==> config.mk <==
export PLATFORM = sky130hd
export DESIGN_NAME = tsbb_fifo
export DESIGN_NICKNAME = d
export VERILOG_FILES = /design/src/rtl/core/tsbb_fifo.sv
export SDC_FILE = /design/constraint.sdc
export NUM_CORES = 1
export LEC_CHECK = 0
export ABC_AREA = 0
export BUFFER_PORTS_ARGS = -buffer_cell sky130_fd_sc_hd__buf_4
export CORE_MARGIN = 5
export CORE_UTILIZATION = 30
export CTS_CLUSTER_DIAMETER = 120
export CTS_CLUSTER_SIZE = 24
export DETAILED_ROUTE_END_ITERATION = 8
export GPL_TIMING_DRIVEN = 0
export SYNTH_ARGS = -nofsm -noshare
export SYNTH_HDL_FRONTEND = slang
export SYNTH_SLANG_ARGS = --single-unit
==> constraint.sdc <==
create_clock -name aclk -period 2.5 [get_ports aclk]
set_input_delay 0.125 -clock aclk [delete_from_list [all_inputs] [get_ports aclk]]
set_output_delay 0.125 -clock aclk [all_outputs]
set_load 0.02 [all_outputs]
==> src/rtl/core/tsbb_fifo.sv <==
module tsbb_fifo #(
    parameter int WIDTH = 8,
    parameter int DEPTH = 4
) (
    input  logic             aclk,
    input  logic             aresetn,
    input  logic             in_valid,
    output logic             in_ready,
    input  logic [WIDTH-1:0] in_data,
    output logic             out_valid,
    input  logic             out_ready,
    output logic [WIDTH-1:0] out_data
);

    localparam int AW = $clog2(DEPTH);

    logic [WIDTH-1:0] mem_reg [DEPTH];
    logic [AW-1:0]    wr_ptr_reg, wr_ptr_next;
    logic [AW-1:0]    rd_ptr_reg, rd_ptr_next;
    logic [AW:0]      count_reg, count_next;
    logic             push, pop;

    assign in_ready  = (count_reg != (AW+1)'(DEPTH));
    assign out_valid = (count_reg != '0);
    assign out_data  = mem_reg[rd_ptr_reg];
    assign push      = in_valid && in_ready;
    assign pop       = out_valid && out_ready;

    always_comb begin
        wr_ptr_next = push ? wr_ptr_reg + 1'b1 : wr_ptr_reg;
        rd_ptr_next = pop ? rd_ptr_reg + 1'b1 : rd_ptr_reg;
        count_next  = count_reg + (AW+1)'(push) - (AW+1)'(pop);
    end

    always_ff @(posedge aclk) begin
        if (!aresetn) begin
            wr_ptr_reg <= '0;
            rd_ptr_reg <= '0;
            count_reg  <= '0;
        end else begin
            wr_ptr_reg <= wr_ptr_next;
            rd_ptr_reg <= rd_ptr_next;
            count_reg  <= count_next;
        end
    end

    always_ff @(posedge aclk) begin
        if (push) begin
            mem_reg[wr_ptr_reg] <= in_data;
        end
    end

endmodule

==> flow_metrics.tcl, run 1 <==
set metrics [dict create \
    vias 820 \
    whs_ns 0.0334 \
    post-route-period-util 0.915 \
    first_iter_violations 53 \
    grt_overflow_total 0 \
    ir_drop_mv 0.539 \
    grt_pass1_wl_mm 4.44 \
    firstDrtPassIters 4 \
    antenna_found_initial 0 \
    rrSetupSlack_ns 0.21 \
    via_per_inst 4.39 \
    crit_fanout 7 \
    cts.sinks 41 \
    htree_levels 2 \
    clk_path_buf_depth 2 \
    ys_seq_area_frac 0.698 \
    hold_viol 0 \
    hold_path_class "primary input to flip-flop" \
    totalPowerFinal_mw 2.03 \
    status "finished clean" \
    avgSynthCellArea_um2 18.2 \
    synth_area_mm2 0.00164 \
    drcViolationCount 0 \
    grtUsageTotal 0.0844 \
    yosysWarnings 0 \
    routedWlPerCell_um 13.9 \
    worstPathRequired_ns 2.68 \
    grt_pass1_vias 933 \
    critPathLaunchType "flip-flop" \
    core_area_mm2 0.00520 \
    multi_input_area_um2 468 \
    io_buffers 20 \
    tightest_slew_ns 0.540 \
    die_x_um 83.8 \
    cp.arrival_ns 2.47 \
    ios 22 \
    final_cell_mix "edfxtp_1 (32), buf_4 (21), mux4_2 (8), dfxtp_1 (8), and2_1 (7)" \
    postPlaceCellArea_mm2 0.00187 \
    fillers 507 \
    ff_latch_area_mm2 0.00114 \
    setup.worst_path.end_class "flip-flop" \
    fp.dieH_um 83.8 \
    start_util 0.314 \
    clockRootBuffer "clkbuf_8" \
    slew_violations 0 \
    ys_types 18 \
    maxCapViolCount 0 \
    grt_max_degree 13 \
    utilization 0.381 \
    syn_nets 109 \
    place.gp.congestion 0.663 \
    setup-violations-final 0 \
    num_antenna_cells 0 \
    crit_type "flip-flop to flip-flop" \
    layout-drive-gt1-share 0.350 \
    synthCells 90 \
    rsz0062_at_grt "no" \
    num_rows 26 \
    p_leak_nw 0.706 \
    cts_made_buffers 5 \
    dp_hpwl_mm 1.82 \
    final_common_cell "edfxtp_1" \
    postCtsSetupRepairBufs 0 \
    largest_reg_flops 32 \
    fin_worst_skew_ns 0.00626 \
    insertion_delay_ns 0.29 \
    fin_area_mm2 0.00199 \
    max_freq_mhz 437 \
    die-area_mm2 0.00703 \
    ys_seq_elements 41 \
    drt-total-wl_mm 2.61 \
    ant_nets 0 \
    area_growth_pct 21.4 \
    fin_crit_ns 2.29 \
    timing.slew.headroom 0.640 \
    cts_tree "done" \
    nNetsFinal 136 \
    fin_tns_setup_ns 0 \
    power_density_mw_per_mm2 1020 \
    clkTransAtPathRegs_ns 0.07 \
]
[power by group]
| group | internal [mW] | switching [mW] |
|---|---|---|
| registers | 0.842 | 0.0646 |
| logic | 0.312 | 0.321 |
| clock network | 0.290 | 0.201 |
[critical path: stages (launching register included)]
cell and delay [ns]:
dfxtp_2 0.41, nor2_1 0.12, a21boi_4 0.25, inv_1 0.07, ha_1 0.29, inv_1 0.06
ha_1 0.14, inv_1 0.05, fa_1 0.37, xnor2_1 0.15, xnor2_1 0.13, and2_1 0.15
[path summary, 6_finish.rpt]
check	to	depth (start not counted)	from
worst max-delay path	count_reg[2]	11	count_reg[1]
worst max register to register	count_reg[2]	11	count_reg[1]
worst min register to register	wr_ptr_reg[1]	2	wr_ptr_reg[1]
worst min-delay path	mem_reg[3][0]	1	in_data[0]
[synthesized netlist by cell type]
library cell / count / area (µm²)
o311ai_2: 1 / 16.3
mux4_2: 8 / 180
dfxtp_1: 9 / 180
buf_4: 1 / 7.51
a21boi_2: 1 / 11.3
nand2_1: 5 / 18.8
o31a_2: 1 / 10.0
or3_2: 1 / 7.51
ha_1: 6 / 75.1
mux2i_1: 2 / 20.0
fa_1: 1 / 20.0
and2_1: 7 / 43.8
nor2_1: 1 / 3.75
clkbuf_1: 2 / 7.51
nor2b_1: 3 / 18.8
inv_1: 5 / 18.8
xnor2_1: 4 / 35.0
edfxtp_1: 32 / 961
[cells by family after synthesis]
group | synth area share
buffers and inverters | 0.0207
AO/OA/AOI/OAI | 0.0230
flip-flops | 0.698
XOR/XNOR | 0.0214
multiplexers | 0.122
adder cells (fa/ha/maj) | 0.0581
AND/OR/NAND/NOR | 0.0566
[cell type report]
cell class / count / area share
repair buffers: 20 / 0.0756
multi-input cells: 41 / 0.236
clock buffers: 5 / 0.0347
flip-flops and latches: 41 / 0.575
inverters: 5 / 0.00945
well taps: 70 / 0.0441
clock inverters: 2 / 0.0176
plain buffers: 3 / 0.00756
[repair_timing]
action	CTS	global route
hold buffers	0	0
hold endpoints to repair	0	0
setup endpoints to repair	0	1
gates resized for setup	0	2
[per-stage QoR]
stage / worst slack, ns / std cells
global placement: 0.142 / 180
finish: 0.213 / 187
CTS: 0.0233 / 187
floorplan: 0.281 / 90
detailed placement: 0.0395 / 180
global route: 0.0230 / 187
[per-layer routing]
metal	wire (µm)	track usage	vias to the layer above	part of all wire
li1	-	-	386	-
met1	1090	0.0939	399	0.42
met2	1300	0.140	28	0.50
met3	155	0.0296	7	0.059
met4	62	0.0482	0	0.024
met5	0	0	-	0
Note: power is estimated with default switching activity, not from simulation.
==> inputs of run 2 (changes only) <==
- CORE_MARGIN: 5 -> not set
==> run 2 against run 1 <==
Effect of this change: fmax grew 6.0%; sequential cell count is the same; sequential power about the same; combinational power decreased by 0.9%; global-route usage increased by 1.7 points; die area down 18%; hold slack worse by 0.0039 ns; largest power group unchanged; sequential share of layout area shrank 0.32 points; design area grew 0.57%.
==> flow_metrics.tcl, run 2 (synthesized netlist as in run 1, its figures left out) <==
set metrics [dict create \
    via_per_inst 4.35 \
    cts.sinks 41 \
    final_common_cell "edfxtp_1" \
    clk_path_buf_depth 2 \
    cts_tree "done" \
    routedWlPerCell_um 13.7 \
    critPathSlowestCell "fa_1" \
    swShare 0.293 \
    grt_max_degree 15 \
    fin_crit_ns 2.16 \
    die-area_mm2 0.00575 \
    max_freq_mhz 463 \
    setup.worst_path.end_class "flip-flop" \
    drcViolationCount 0 \
    cp.arrival_ns 2.35 \
    first_iter_violations 31 \
    worstPathRequired_ns 2.69 \
    setup-violations-final 0 \
    p_leak_nw 0.706 \
    vias 823 \
    grt_overflow_total 0 \
    cts_made_buffers 5 \
    place.gp.congestion 0.703 \
    nNetsFinal 137 \
    start_util 0.316 \
    seqPwrFrac 0.439 \
    firstDrtPassIters 3 \
    ant_nets 0 \
    num_antenna_cells 0 \
    fin_tns_setup_ns 0 \
    hold_path_class "primary input to flip-flop" \
    grtUsageTotal 0.102 \
    power_frac_clock 0.257 \
    path_cells "o31a_2, ha_1, inv_1, ha_1, inv_1, fa_1, xnor2_1, xnor2_1, and2_1" \
    fin_worst_skew_ns 0.00588 \
    clockRootBuffer "clkbuf_8" \
    crit_type "flip-flop to flip-flop" \
    rsz0062_at_grt "no" \
    grt_pass1_wl_mm 4.04 \
    fin_cells 189 \
    grt_pass1_vias 823 \
    layout-drive-gt1-share 0.361 \
    largest_reg_flops 32 \
    final_cell_mix "edfxtp_1 (32), buf_4 (22), mux4_2 (8), dfxtp_1 (8), and2_1 (7)" \
    crit_fanout 6 \
    critPathLaunchType "flip-flop" \
    hold_viol 0 \
    maxCapViolCount 0 \
    power_density_mw_per_mm2 1030 \
    htree_levels 2 \
    ir_drop_mv 0.432 \
    io_buffers 20 \
    p_switching_mw 0.604 \
    max_stage_delay_ns 0.39 \
    intPower_mw 1.45 \
    drt-total-wl_mm 2.59 \
    tightest_slew_ns 0.478 \
    slew_violations 0 \
    area_growth_pct 22.1 \
    combPwrFrac 0.304 \
    ios 22 \
    place_inst 180 \
    status "finished clean" \
    antenna_found_initial 0 \
    fp.dieH_um 75.8 \
    clkTransAtPathRegs_ns 0.08 \
    dp_hpwl_mm 1.79 \
    core_area_mm2 0.00517 \
    post-route-period-util 0.863 \
    num_rows 26 \
    timing.slew.headroom 0.682 \
    insertion_delay_ns 0.29 \
    die_x_um 75.8 \
]
-- run 2: final cells by class --
cell class / count / area (µm²)
Fill cell: 482 / 3180
Sequential cell: 41 / 1140
Multi-Input combinational cell: 41 / 460
Timing Repair Buffer: 21 / 158
Tap cell: 70 / 87.6
Clock buffer: 5 / 68.8
Clock inverter: 3 / 46.3
Inverter: 5 / 18.8
Buffer: 3 / 15.0
-- run 2: what timing repair did --
item,in CTS,in global routing
setup buffers,0,1
gates resized for setup,0,1
endpoints found under the setup margin,0,1
hold buffers,0,0
-- run 2: power by group through the flow --
stage / Clock, mW / Sequential [mW] / Combinational, mW
4_1_cts: 0.545 / 0.904 / 0.638
6_report: 0.529 / 0.904 / 0.627
3_5_place_dp: 0 / 0.919 / 0.635
2_1_floorplan: 0 / 0.902 / 0.439
5_1_grt: 0.575 / 0.917 / 0.700
3_3_place_gp: 0 / 0.910 / 0.616
-- run 2: metrics by stage --
stage               cell area [µm²]  hold slack, ns  power [mW]  worst slack (ns)  utilization
global route                   2000          0.0118        2.19             0.204        0.386
CTS                            1990          0.0163        2.09            0.0335        0.384
floorplan                      1640           0.224        1.34             0.281            -
detailed placement             1870           0.330        1.55            0.0568        0.362
global placement               1870           0.325        1.53             0.155        0.362
finish                         2000          0.0295        2.06             0.342        0.386
-- run 2: final timing paths --
path | from | end | slack, ns | depth (start not counted)
max | count_reg[1] | count_reg[2] | 0.34 | 9
min reg2reg | wr_ptr_reg[0] | wr_ptr_reg[0] | 0.51 | 2
max reg2reg | count_reg[1] | count_reg[2] | 0.34 | 9
min | in_data[1] | mem_reg[2][1] | 0.03 | 1
-- run 2: critical path: cells and delay by family, from the launching register on --
| kind | cells | cell delay (ns) |
|---|---|---|
| flip-flops | 1 | 0.37 |
| adder cells (fa/ha/maj) | 3 | 0.79 |
| XOR/XNOR | 2 | 0.28 |
| AND/OR/NAND/NOR | 1 | 0.15 |
| buffers and inverters | 2 | 0.10 |
| AO/OA/AOI/OAI | 1 | 0.38 |
-- run 2: per-layer routing --
layer  vias up  routed length, µm  global-route usage  share of wire
met1       406               1070               0.115           0.41
met5         -                  0                   0              0
met3         7                161              0.0397          0.062
li1        387                  -                   -              -
met4         0                 36              0.0432          0.014
met2        23               1320               0.171           0.51
