`src/rtl/core/tsbb_pkg.sv`:
```
package tsbb_pkg;

    // Frame and texture geometry.
    localparam int FB_WIDTH     = 640;
    localparam int FB_HEIGHT    = 480;
    localparam int TEX_MAX_DIM  = 64;
    localparam int BORDER_WIDTH = 2;

    // Texel store.
    localparam int STORE_DEPTH = 4096;
    localparam int STORE_AW    = $clog2(STORE_DEPTH);
    localparam int TEXEL_W     = 24;

    // Width of the texture size registers.
    localparam int TEX_DIM_W = 7;

    // The scale quotient is below the texture size, so it needs log2 of the
    // largest texture size in bits. The dividend holds dx times texture size.
    localparam int QUO_W = $clog2(TEX_MAX_DIM);
    localparam int REM_W = 17;

    // Default queue depths.
    localparam int IN_QUEUE_DEPTH  = 4;
    localparam int OUT_QUEUE_DEPTH = 16;

    // Operation codes of an input transaction.
    localparam logic OP_LOAD  = 1'b0;
    localparam logic OP_PIXEL = 1'b1;

    // Register indexes on the configuration channel.
    localparam logic [2:0] CFG_ORIGIN_X   = 3'd0;
    localparam logic [2:0] CFG_ORIGIN_Y   = 3'd1;
    localparam logic [2:0] CFG_BAR_WIDTH  = 3'd2;
    localparam logic [2:0] CFG_BAR_HEIGHT = 3'd3;
    localparam logic [2:0] CFG_FILL_WIDTH = 3'd4;
    localparam logic [2:0] CFG_TINT_RGB   = 3'd5;
    localparam logic [2:0] CFG_TEX_WIDTH  = 3'd6;
    localparam logic [2:0] CFG_TEX_HEIGHT = 3'd7;

    // Live configuration, texture sizes already saturated.
    typedef struct packed {
        logic signed [10:0]          origin_x;
        logic signed [10:0]          origin_y;
        logic [9:0]                  bar_width;
        logic [8:0]                  bar_height;
        logic [9:0]                  fill_width;
        logic [23:0]                 tint_rgb;
        logic [TEX_DIM_W-1:0]        tex_width;
        logic [TEX_DIM_W-1:0]        tex_height;
    } tsbb_cfg_t;

    // One classified transaction as it travels from front to back.
    typedef struct packed {
        logic                op;
        logic                write_valid;
        logic                border;
        logic                half_tint;
        logic [9:0]          fb_column;
        logic [8:0]          fb_row;
        logic [9:0]          dx;
        logic [8:0]          dy;
        logic [STORE_AW-1:0] addr;
        logic [TEXEL_W-1:0]  texel;
    } tsbb_item_t;

    // One result transaction.
    typedef struct packed {
        logic       write_valid;
        logic [9:0] fb_column;
        logic [8:0] fb_row;
        logic [7:0] red;
        logic [7:0] green;
        logic [7:0] blue;
    } tsbb_result_t;

endpackage

```
`src/rtl/core/tsbb_front.sv`:
```
module tsbb_front import tsbb_pkg::*; (
    input  tsbb_cfg_t  cfg,
    input  logic       operation,
    input  logic [11:0] texel_addr,
    input  logic [7:0] texel_red,
    input  logic [7:0] texel_green,
    input  logic [7:0] texel_blue,
    input  logic [9:0] pixel_dx,
    input  logic [8:0] pixel_dy,
    output tsbb_item_t item
);

    logic signed [11:0] scr_x;
    logic signed [11:0] scr_y;
    logic               sizes_ok;
    logic               in_bar;
    logic               in_frame;
    logic               near_edge;

    always_comb begin
        scr_x = $signed({cfg.origin_x[10], cfg.origin_x}) + $signed({2'b00, pixel_dx});
        scr_y = $signed({cfg.origin_y[10], cfg.origin_y}) + $signed({3'b000, pixel_dy});

        sizes_ok = (cfg.bar_width != '0) && (cfg.bar_height != '0) &&
                   (cfg.tex_width != '0) && (cfg.tex_height != '0);
        in_bar   = (pixel_dx < cfg.bar_width) && (pixel_dy < cfg.bar_height);
        in_frame = !scr_x[11] && (scr_x[10:0] < 11'(FB_WIDTH)) &&
                   !scr_y[11] && (scr_y[10:0] < 11'(FB_HEIGHT));

        // The border rows and columns lie within BORDER_WIDTH of any bar edge.
        near_edge = (pixel_dy < 9'(BORDER_WIDTH)) ||
                    (({1'b0, pixel_dy} + 10'(BORDER_WIDTH)) >= {1'b0, cfg.bar_height}) ||
                    (pixel_dx < 10'(BORDER_WIDTH)) ||
                    (({1'b0, pixel_dx} + 11'(BORDER_WIDTH)) >= {1'b0, cfg.bar_width});

        item.op          = operation;
        item.write_valid = (operation == OP_PIXEL) && sizes_ok && in_bar && in_frame;
        item.border      = near_edge;
        item.half_tint   = (pixel_dx >= cfg.fill_width);
        item.fb_column   = scr_x[9:0];
        item.fb_row      = 9'(FB_HEIGHT - 1) - scr_y[8:0];
        item.dx          = pixel_dx;
        item.dy          = pixel_dy;
        item.addr        = texel_addr[STORE_AW-1:0];
        item.texel       = {texel_red, texel_green, texel_blue};
    end

endmodule

```
`config.mk`:
```
export PLATFORM = sky130hd
export DESIGN_NAME = tsbb_front
export DESIGN_NICKNAME = d
export VERILOG_FILES = /design/src/rtl/core/tsbb_pkg.sv /design/src/rtl/core/tsbb_front.sv
export SDC_FILE = /design/constraint.sdc
export NUM_CORES = 1
export LEC_CHECK = 0
export ABC_CLOCK_PERIOD_IN_PS = 8800
export BUFFER_PORTS_ARGS = -buffer_cell sky130_fd_sc_hd__buf_2
export CAP_MARGIN = 10
export CORE_AREA = 2 2 87 89
export DETAILED_ROUTE_END_ITERATION = 8
export DIE_AREA = 0 0 89 91
export PLACE_DENSITY = 0.76
export SYNTH_ARGS = -nofsm -noshare
export SYNTH_HDL_FRONTEND = slang
export SYNTH_SLANG_ARGS = --single-unit
export TNS_END_PERCENT = 20
```
`constraint.sdc`:
```
create_clock -name vclk -period 8.8
set_input_delay 1.76 -clock vclk [all_inputs]
set_output_delay 1.76 -clock vclk [all_outputs]
set_load 0.02 [all_outputs]
```
==> impl_metrics.json, run 1 <==
{
  "grt_setup_unrepaired": "false",
  "via_count": 2649,
  "nFillCells": 785,
  "synth_area_sq_um": 2770,
  "setup_violations": 0,
  "dp_slack_ps": 2970,
  "seqCellArea_sq_um": 0,
  "wl_met3_microns": 417,
  "cp-start-kind": "input pin",
  "slew_viol_final": 0,
  "timing.fmax_mhz": 171,
  "n_antenna_cell": 0,
  "stdcell_area_sq_um": 3100,
  "leakage_nw": 1.67,
  "maxCapViolCount": 0,
  "hold_class": "input pin to output pin",
  "first_global_vias": 2412,
  "core_area_sq_um": 7140,
  "drtPass1Iterations": 4,
  "min_from": "texel_blue[0]",
  "design.seq.count": 0,
  "gp_congestion": 0.842,
  "antenna_found_initial": 0,
  "hold_buffers": 0,
  "hold_violations": 0,
  "drive_gt1_frac": 0.311,
  "cts.repair.resized": 0,
  "slew_headroom": 0.683,
  "ioPinCount": 223,
  "nNetsFinal": 652,
  "start_util": 0.388,
  "post-route-drc-count": 0,
  "setup_ws_ps": 2950,
  "tns_ps": 0,
  "min_to": "item[0]",
  "grt_max_degree": 10,
  "area.growth.synth_to_final_pct": 12.0,
  "syn_avg_cell_area_sq_um": 7.60,
  "ir_worst_vdd_mv": 0.0324,
  "cp_cell_sequence": "buf_2 -> ha_1 -> nand3_1 -> nor2_1 -> nand3_1 -> xnor2_1 -> ha_1 -> and4_1 -> a21oi_1 -> o41ai_1 -> nor3_1 -> o221ai_1 -> buf_2",
  "highest_layer": "met4",
  "grt_overflow": 0,
  "io_buffer_count": 127,
  "wl_per_cell_microns": 12.5,
  "syn-num-nets": 580,
  "route.layer.met1.wl_mm": 2.97,
  "worstSetupEndpointType": "output pin",
  "detailed_place_hpwl_mm": 6.02,
  "detail-route-antenna-nets": 0,
  "num-clock-buffers": 0,
  "arrival_ps": 4090,
  "die_h_microns": 91,
  "power_density_nw_per_um2": 68.7,
  "ys_warn_count": 0,
  "vias_per_cell": 4.97,
  "grt_first_pass_wirelength_mm": 10.5,
  "wl_mm": 6.69,
  "finalCritPeriodShare": 0.665,
  "post_cts_buffers": 0,
  "synthCells": 364,
  "period_needed_ps": 5850,
  "crit_buf_inv": 2,
  "rows": 31,
  "slowest_delay_ps": 290,
  "drt-initial-drc-count": 46,
  "holdWs_ps": 3520,
  "cp_slowest_cell": "ha_1",
  "path_delay_family": "simple AND/OR/NAND/NOR gates",
  "outcome": "complete, no violations",
  "tightest_slew_ps": 469,
  "ys_seq_area_frac": 0,
  "finalPower_mw": 0.213,
  "die-area_sq_um": 8100,
  "wl_met2_mm": 3.24,
  "path_class": "input pin to output pin",
  "whs_path_depth": 0,
  "cp_max_fo": 9,
  "placed_cell_area_sq_um": 3100,
  "synth.distinct_cells": 50,
  "required_ps": 7040,
  "track_usage": 0.153,
  "die_w_microns": 89
}
-- synth_stat cells (all sizes together) (2+ instances only) --
library cell	n	area, sq um
nor2b	7	43.8
a21o	7	52.6
buf	57	428
a31oi	3	18.8
inv	39	146
o31a	2	18.8
xor2	11	96.3
xnor2	18	158
nor2	21	78.8
o2111ai	2	17.5
a41oi	2	17.5
o21a	7	52.6
nor4	6	37.5
o211ai	5	37.5
o41ai	2	17.5
fa	2	40.0
nor3	6	30.0
or4	2	15.0
a211oi	8	65.1
nand4	3	18.8
nand2b	6	37.5
o22a	2	18.8
nand2	16	60.1
or2	3	18.8
o21ai	11	55.1
a21oi	19	106
nand3	11	55.1
ha	69	863
-- placed cells by master, fill, tap and decap left out, types with 3 or more instances in the layout --
master and n:
a211oi_1 7, a21o_1 7, a21oi_1 18, a31oi_1 3
buf_2 127, ha_1 69, inv_1 39, nand2_1 16
nand2b_1 6, nand3_1 11, nand4_1 3, nor2_1 21
nor2b_1 7, nor3_1 6, nor4_1 6, o211ai_1 5
o21a_1 7, o21ai_0 11, xnor2_1 18, xor2_1 11
-- worst max path at each step --
| stage | endpoint | start | cells after the start | slack, ps |
|---|---|---|---|---|
| 2_1_floorplan | item[76] | cfg[82] | 8 | 3340 |
| 3_3_place_gp | item[75] | pixel_dx[1] | 13 | 3010 |
| 3_5_place_dp | item[75] | pixel_dx[1] | 13 | 2970 |
| 4_1_cts | item[75] | pixel_dx[1] | 13 | 2960 |
| 5_1_grt | item[75] | pixel_dx[1] | 13 | 2670 |
| 6_report | item[75] | pixel_dx[1] | 13 | 2950 |
-- layout make-up --
cell class | instances | area (sq um) | share of cell area
Multi-Input combinational cell | 268 | 2190 | 0.708
Timing Repair Buffer | 127 | 636 | 0.205
Inverter | 39 | 146 | 0.0472
Tap cell | 99 | 124 | 0.0400
-- per-layer routing --
metal | global-route usage | vias to the layer above
met4 | 0.0187 | 0
met3 | 0.0145 | 10
met2 | 0.270 | 79
met5 | 0 | -
li1 | - | 1389
met1 | 0.203 | 1171
-- cells by family (layout without fill, tap and decap cells) --
group / count (synthesis) / after routing / share of synthesized area
buffers and inverters: 96 / 166 / 0.208
and+or+nand+nor: 87 / 87 / 0.161
AOI/OAI and AO/OA: 80 / 80 / 0.209
adders and majority gates: 71 / 71 / 0.326
xor gates and xnor gates: 29 / 29 / 0.0918
muxes: 1 / 1 / 0.00362
-- per-stage QoR --
step / cells / util
finish: 533 / 0.434
global route: 533 / 0.434
CTS: 533 / 0.434
detailed placement: 533 / 0.434
global placement: 533 / 0.434
floorplan: 364 / -
-- power by group --
part           internal (mW)  switching (mW)
clock                      0               0
combinational         0.0906           0.122
sequential                 0               0
total                 0.0906           0.122
(Power assumes the default switching activity.)
==> run 2: changes to the inputs <==
--- a/config.mk
+++ b/config.mk
@@ -5,7 +5,7 @@
 export SDC_FILE = /design/constraint.sdc
 export NUM_CORES = 1
 export LEC_CHECK = 0
-export ABC_CLOCK_PERIOD_IN_PS = 8800
+export ABC_CLOCK_PERIOD_IN_PS = 5800
 export BUFFER_PORTS_ARGS = -buffer_cell sky130_fd_sc_hd__buf_2
 export CAP_MARGIN = 10
 export CORE_AREA = 2 2 87 89
==> constraint.sdc (replaced) <==
create_clock -name vclk -period 5.8
set_input_delay 1.16 -clock vclk [all_inputs]
set_output_delay 1.16 -clock vclk [all_outputs]
set_load 0.02 [all_outputs]
==> run 2 against run 1 <==
Effect of this change: final cell count did not move; critical path depth did not move; count of clock-buffer cells in the layout did not move; wire length rose by 0.42%; cell area did not move; hold slack got worse by 1200 ps; first-iteration DRC count rose by 120%; sequential share of layout area did not move; global-route usage fell by 0.073 points; largest cell class unchanged; largest power group unchanged.
==> impl_metrics.json, run 2 (synthesis gave the netlist of run 1 again) <==
{
  "final_common_cell": "buf_2",
  "via_count": 2661,
  "arrival_ps": 3460,
  "tightest_slew_ps": 458,
  "period_needed_ps": 4620,
  "hold_class": "input pin to output pin",
  "hold_violations": 0,
  "post-route-drc-count": 0,
  "setup_violations": 0,
  "cts.repair.resized": 0,
  "gp_congestion": 0.823,
  "cp_slowest_cell": "ha_1",
  "power_density_nw_per_um2": 105,
  "slowest_delay_ps": 290,
  "first_global_vias": 2429,
  "required_ps": 4640,
  "detail-route-antenna-nets": 0,
  "seqCellArea_sq_um": 0,
  "io_buffer_count": 127,
  "num-clock-buffers": 0,
  "grt_max_degree": 10,
  "slew_viol_final": 0,
  "crit_path_start": "pixel_dx[1]",
  "ioPinCount": 223,
  "path_class": "input pin to output pin",
  "die_w_microns": 89,
  "cp-endpoint": "item[75]",
  "path_delay_family": "simple AND/OR/NAND/NOR gates",
  "design.seq.count": 0,
  "timing.fmax_mhz": 217,
  "drtPass1Iterations": 4,
  "drive_gt1_frac": 0.311,
  "die_h_microns": 91,
  "tns_ps": 0,
  "cp.depth": 13,
  "hold_buffers": 0,
  "detailed_place_hpwl_mm": 6.03,
  "core_area_sq_um": 7140,
  "track_usage": 0.152,
  "nNetsFinal": 652,
  "maxCapViolCount": 0,
  "area.growth.synth_to_final_pct": 12.0,
  "post_cts_buffers": 0,
  "final_cell_mix": "buf_2, ha_1, inv_1, nor2_1",
  "leakage_nw": 1.67,
  "cp_max_fo": 9,
  "drt-initial-drc-count": 99,
  "vias_per_cell": 4.99,
  "wl_per_cell_microns": 12.6,
  "start_util": 0.388,
  "finalCritPeriodShare": 0.796,
  "grt_setup_unrepaired": "false",
  "worstSetupEndpointType": "output pin",
  "crit_buf_inv": 2,
  "die-area_sq_um": 8100,
  "placed_cell_area_sq_um": 3100,
  "outcome": "complete, no violations",
  "grt_first_pass_wirelength_mm": 10.4,
  "antenna_found_initial": 0,
  "rows": 31,
  "whs_path_depth": 0,
  "stdcell_area_sq_um": 3100,
  "multiInputGateArea_sq_um": 2190,
  "wl_mm": 6.71,
  "ir_worst_vdd_mv": 0.0529,
  "slew_headroom": 0.690,
  "nFillCells": 767,
  "grt_overflow": 0,
  "n_antenna_cell": 0,
  "cp-start-kind": "input pin",
  "cp_cell_sequence": "buf_2 -> ha_1 -> nand3_1 -> nor2_1 -> nand3_1 -> xnor2_1 -> ha_1 -> and4_1 -> a21oi_1 -> o41ai_1 -> nor3_1 -> o221ai_1 -> buf_2"
}
==> run 2: cell counts in the layout (fill, tap and decap cells not counted) <==
No cell type changed its count.
==> run 2: how the worst min path moves through the flow <==
| stage | from | endpoint | slack, ps |
|---|---|---|---|
| global placement | texel_red[1] | item[17] | 2320 |
| finish | texel_blue[0] | item[0] | 2320 |
| floorplan | texel_blue[0] | item[0] | 2430 |
| CTS | texel_red[1] | item[17] | 2320 |
| global route | texel_red[4] | item[20] | 2320 |
| detailed placement | texel_red[1] | item[17] | 2320 |
==> run 2: final cells by class <==
type,instances,area share
repair buffers,127,0.205
multi-input cells,268,0.708
inverters,39,0.0472
well taps,99,0.0400
==> run 2: through the flow <==
stage	utilization	total power, mW	hold WS [ps]	instances	setup slack, ps
2_1_floorplan	-	0.262	2430	364	1540
3_3_place_gp	0.434	0.318	2320	533	1220
3_5_place_dp	0.434	0.325	2320	533	1200
4_1_cts	0.434	0.327	2320	533	1180
5_1_grt	0.434	0.362	2320	533	973
6_report	0.434	0.325	2320	533	1180
==> run 2: layer usage <==
layer / track usage / up-vias / wire, microns
met4: 0.0187 / 0 / 34
met5: 0 / - / 0
li1: - / 1401 / -
met1: 0.197 / 1175 / 2960
met3: 0.0164 / 8 / 402
met2: 0.273 / 77 / 3320
==> run 2: where the power goes <==
group          internal (mW)  switching, mW  total, mW
Clock                      0              0          0
Combinational          0.138          0.187      0.325
Sequential                 0              0          0
Total                  0.138          0.187      0.325
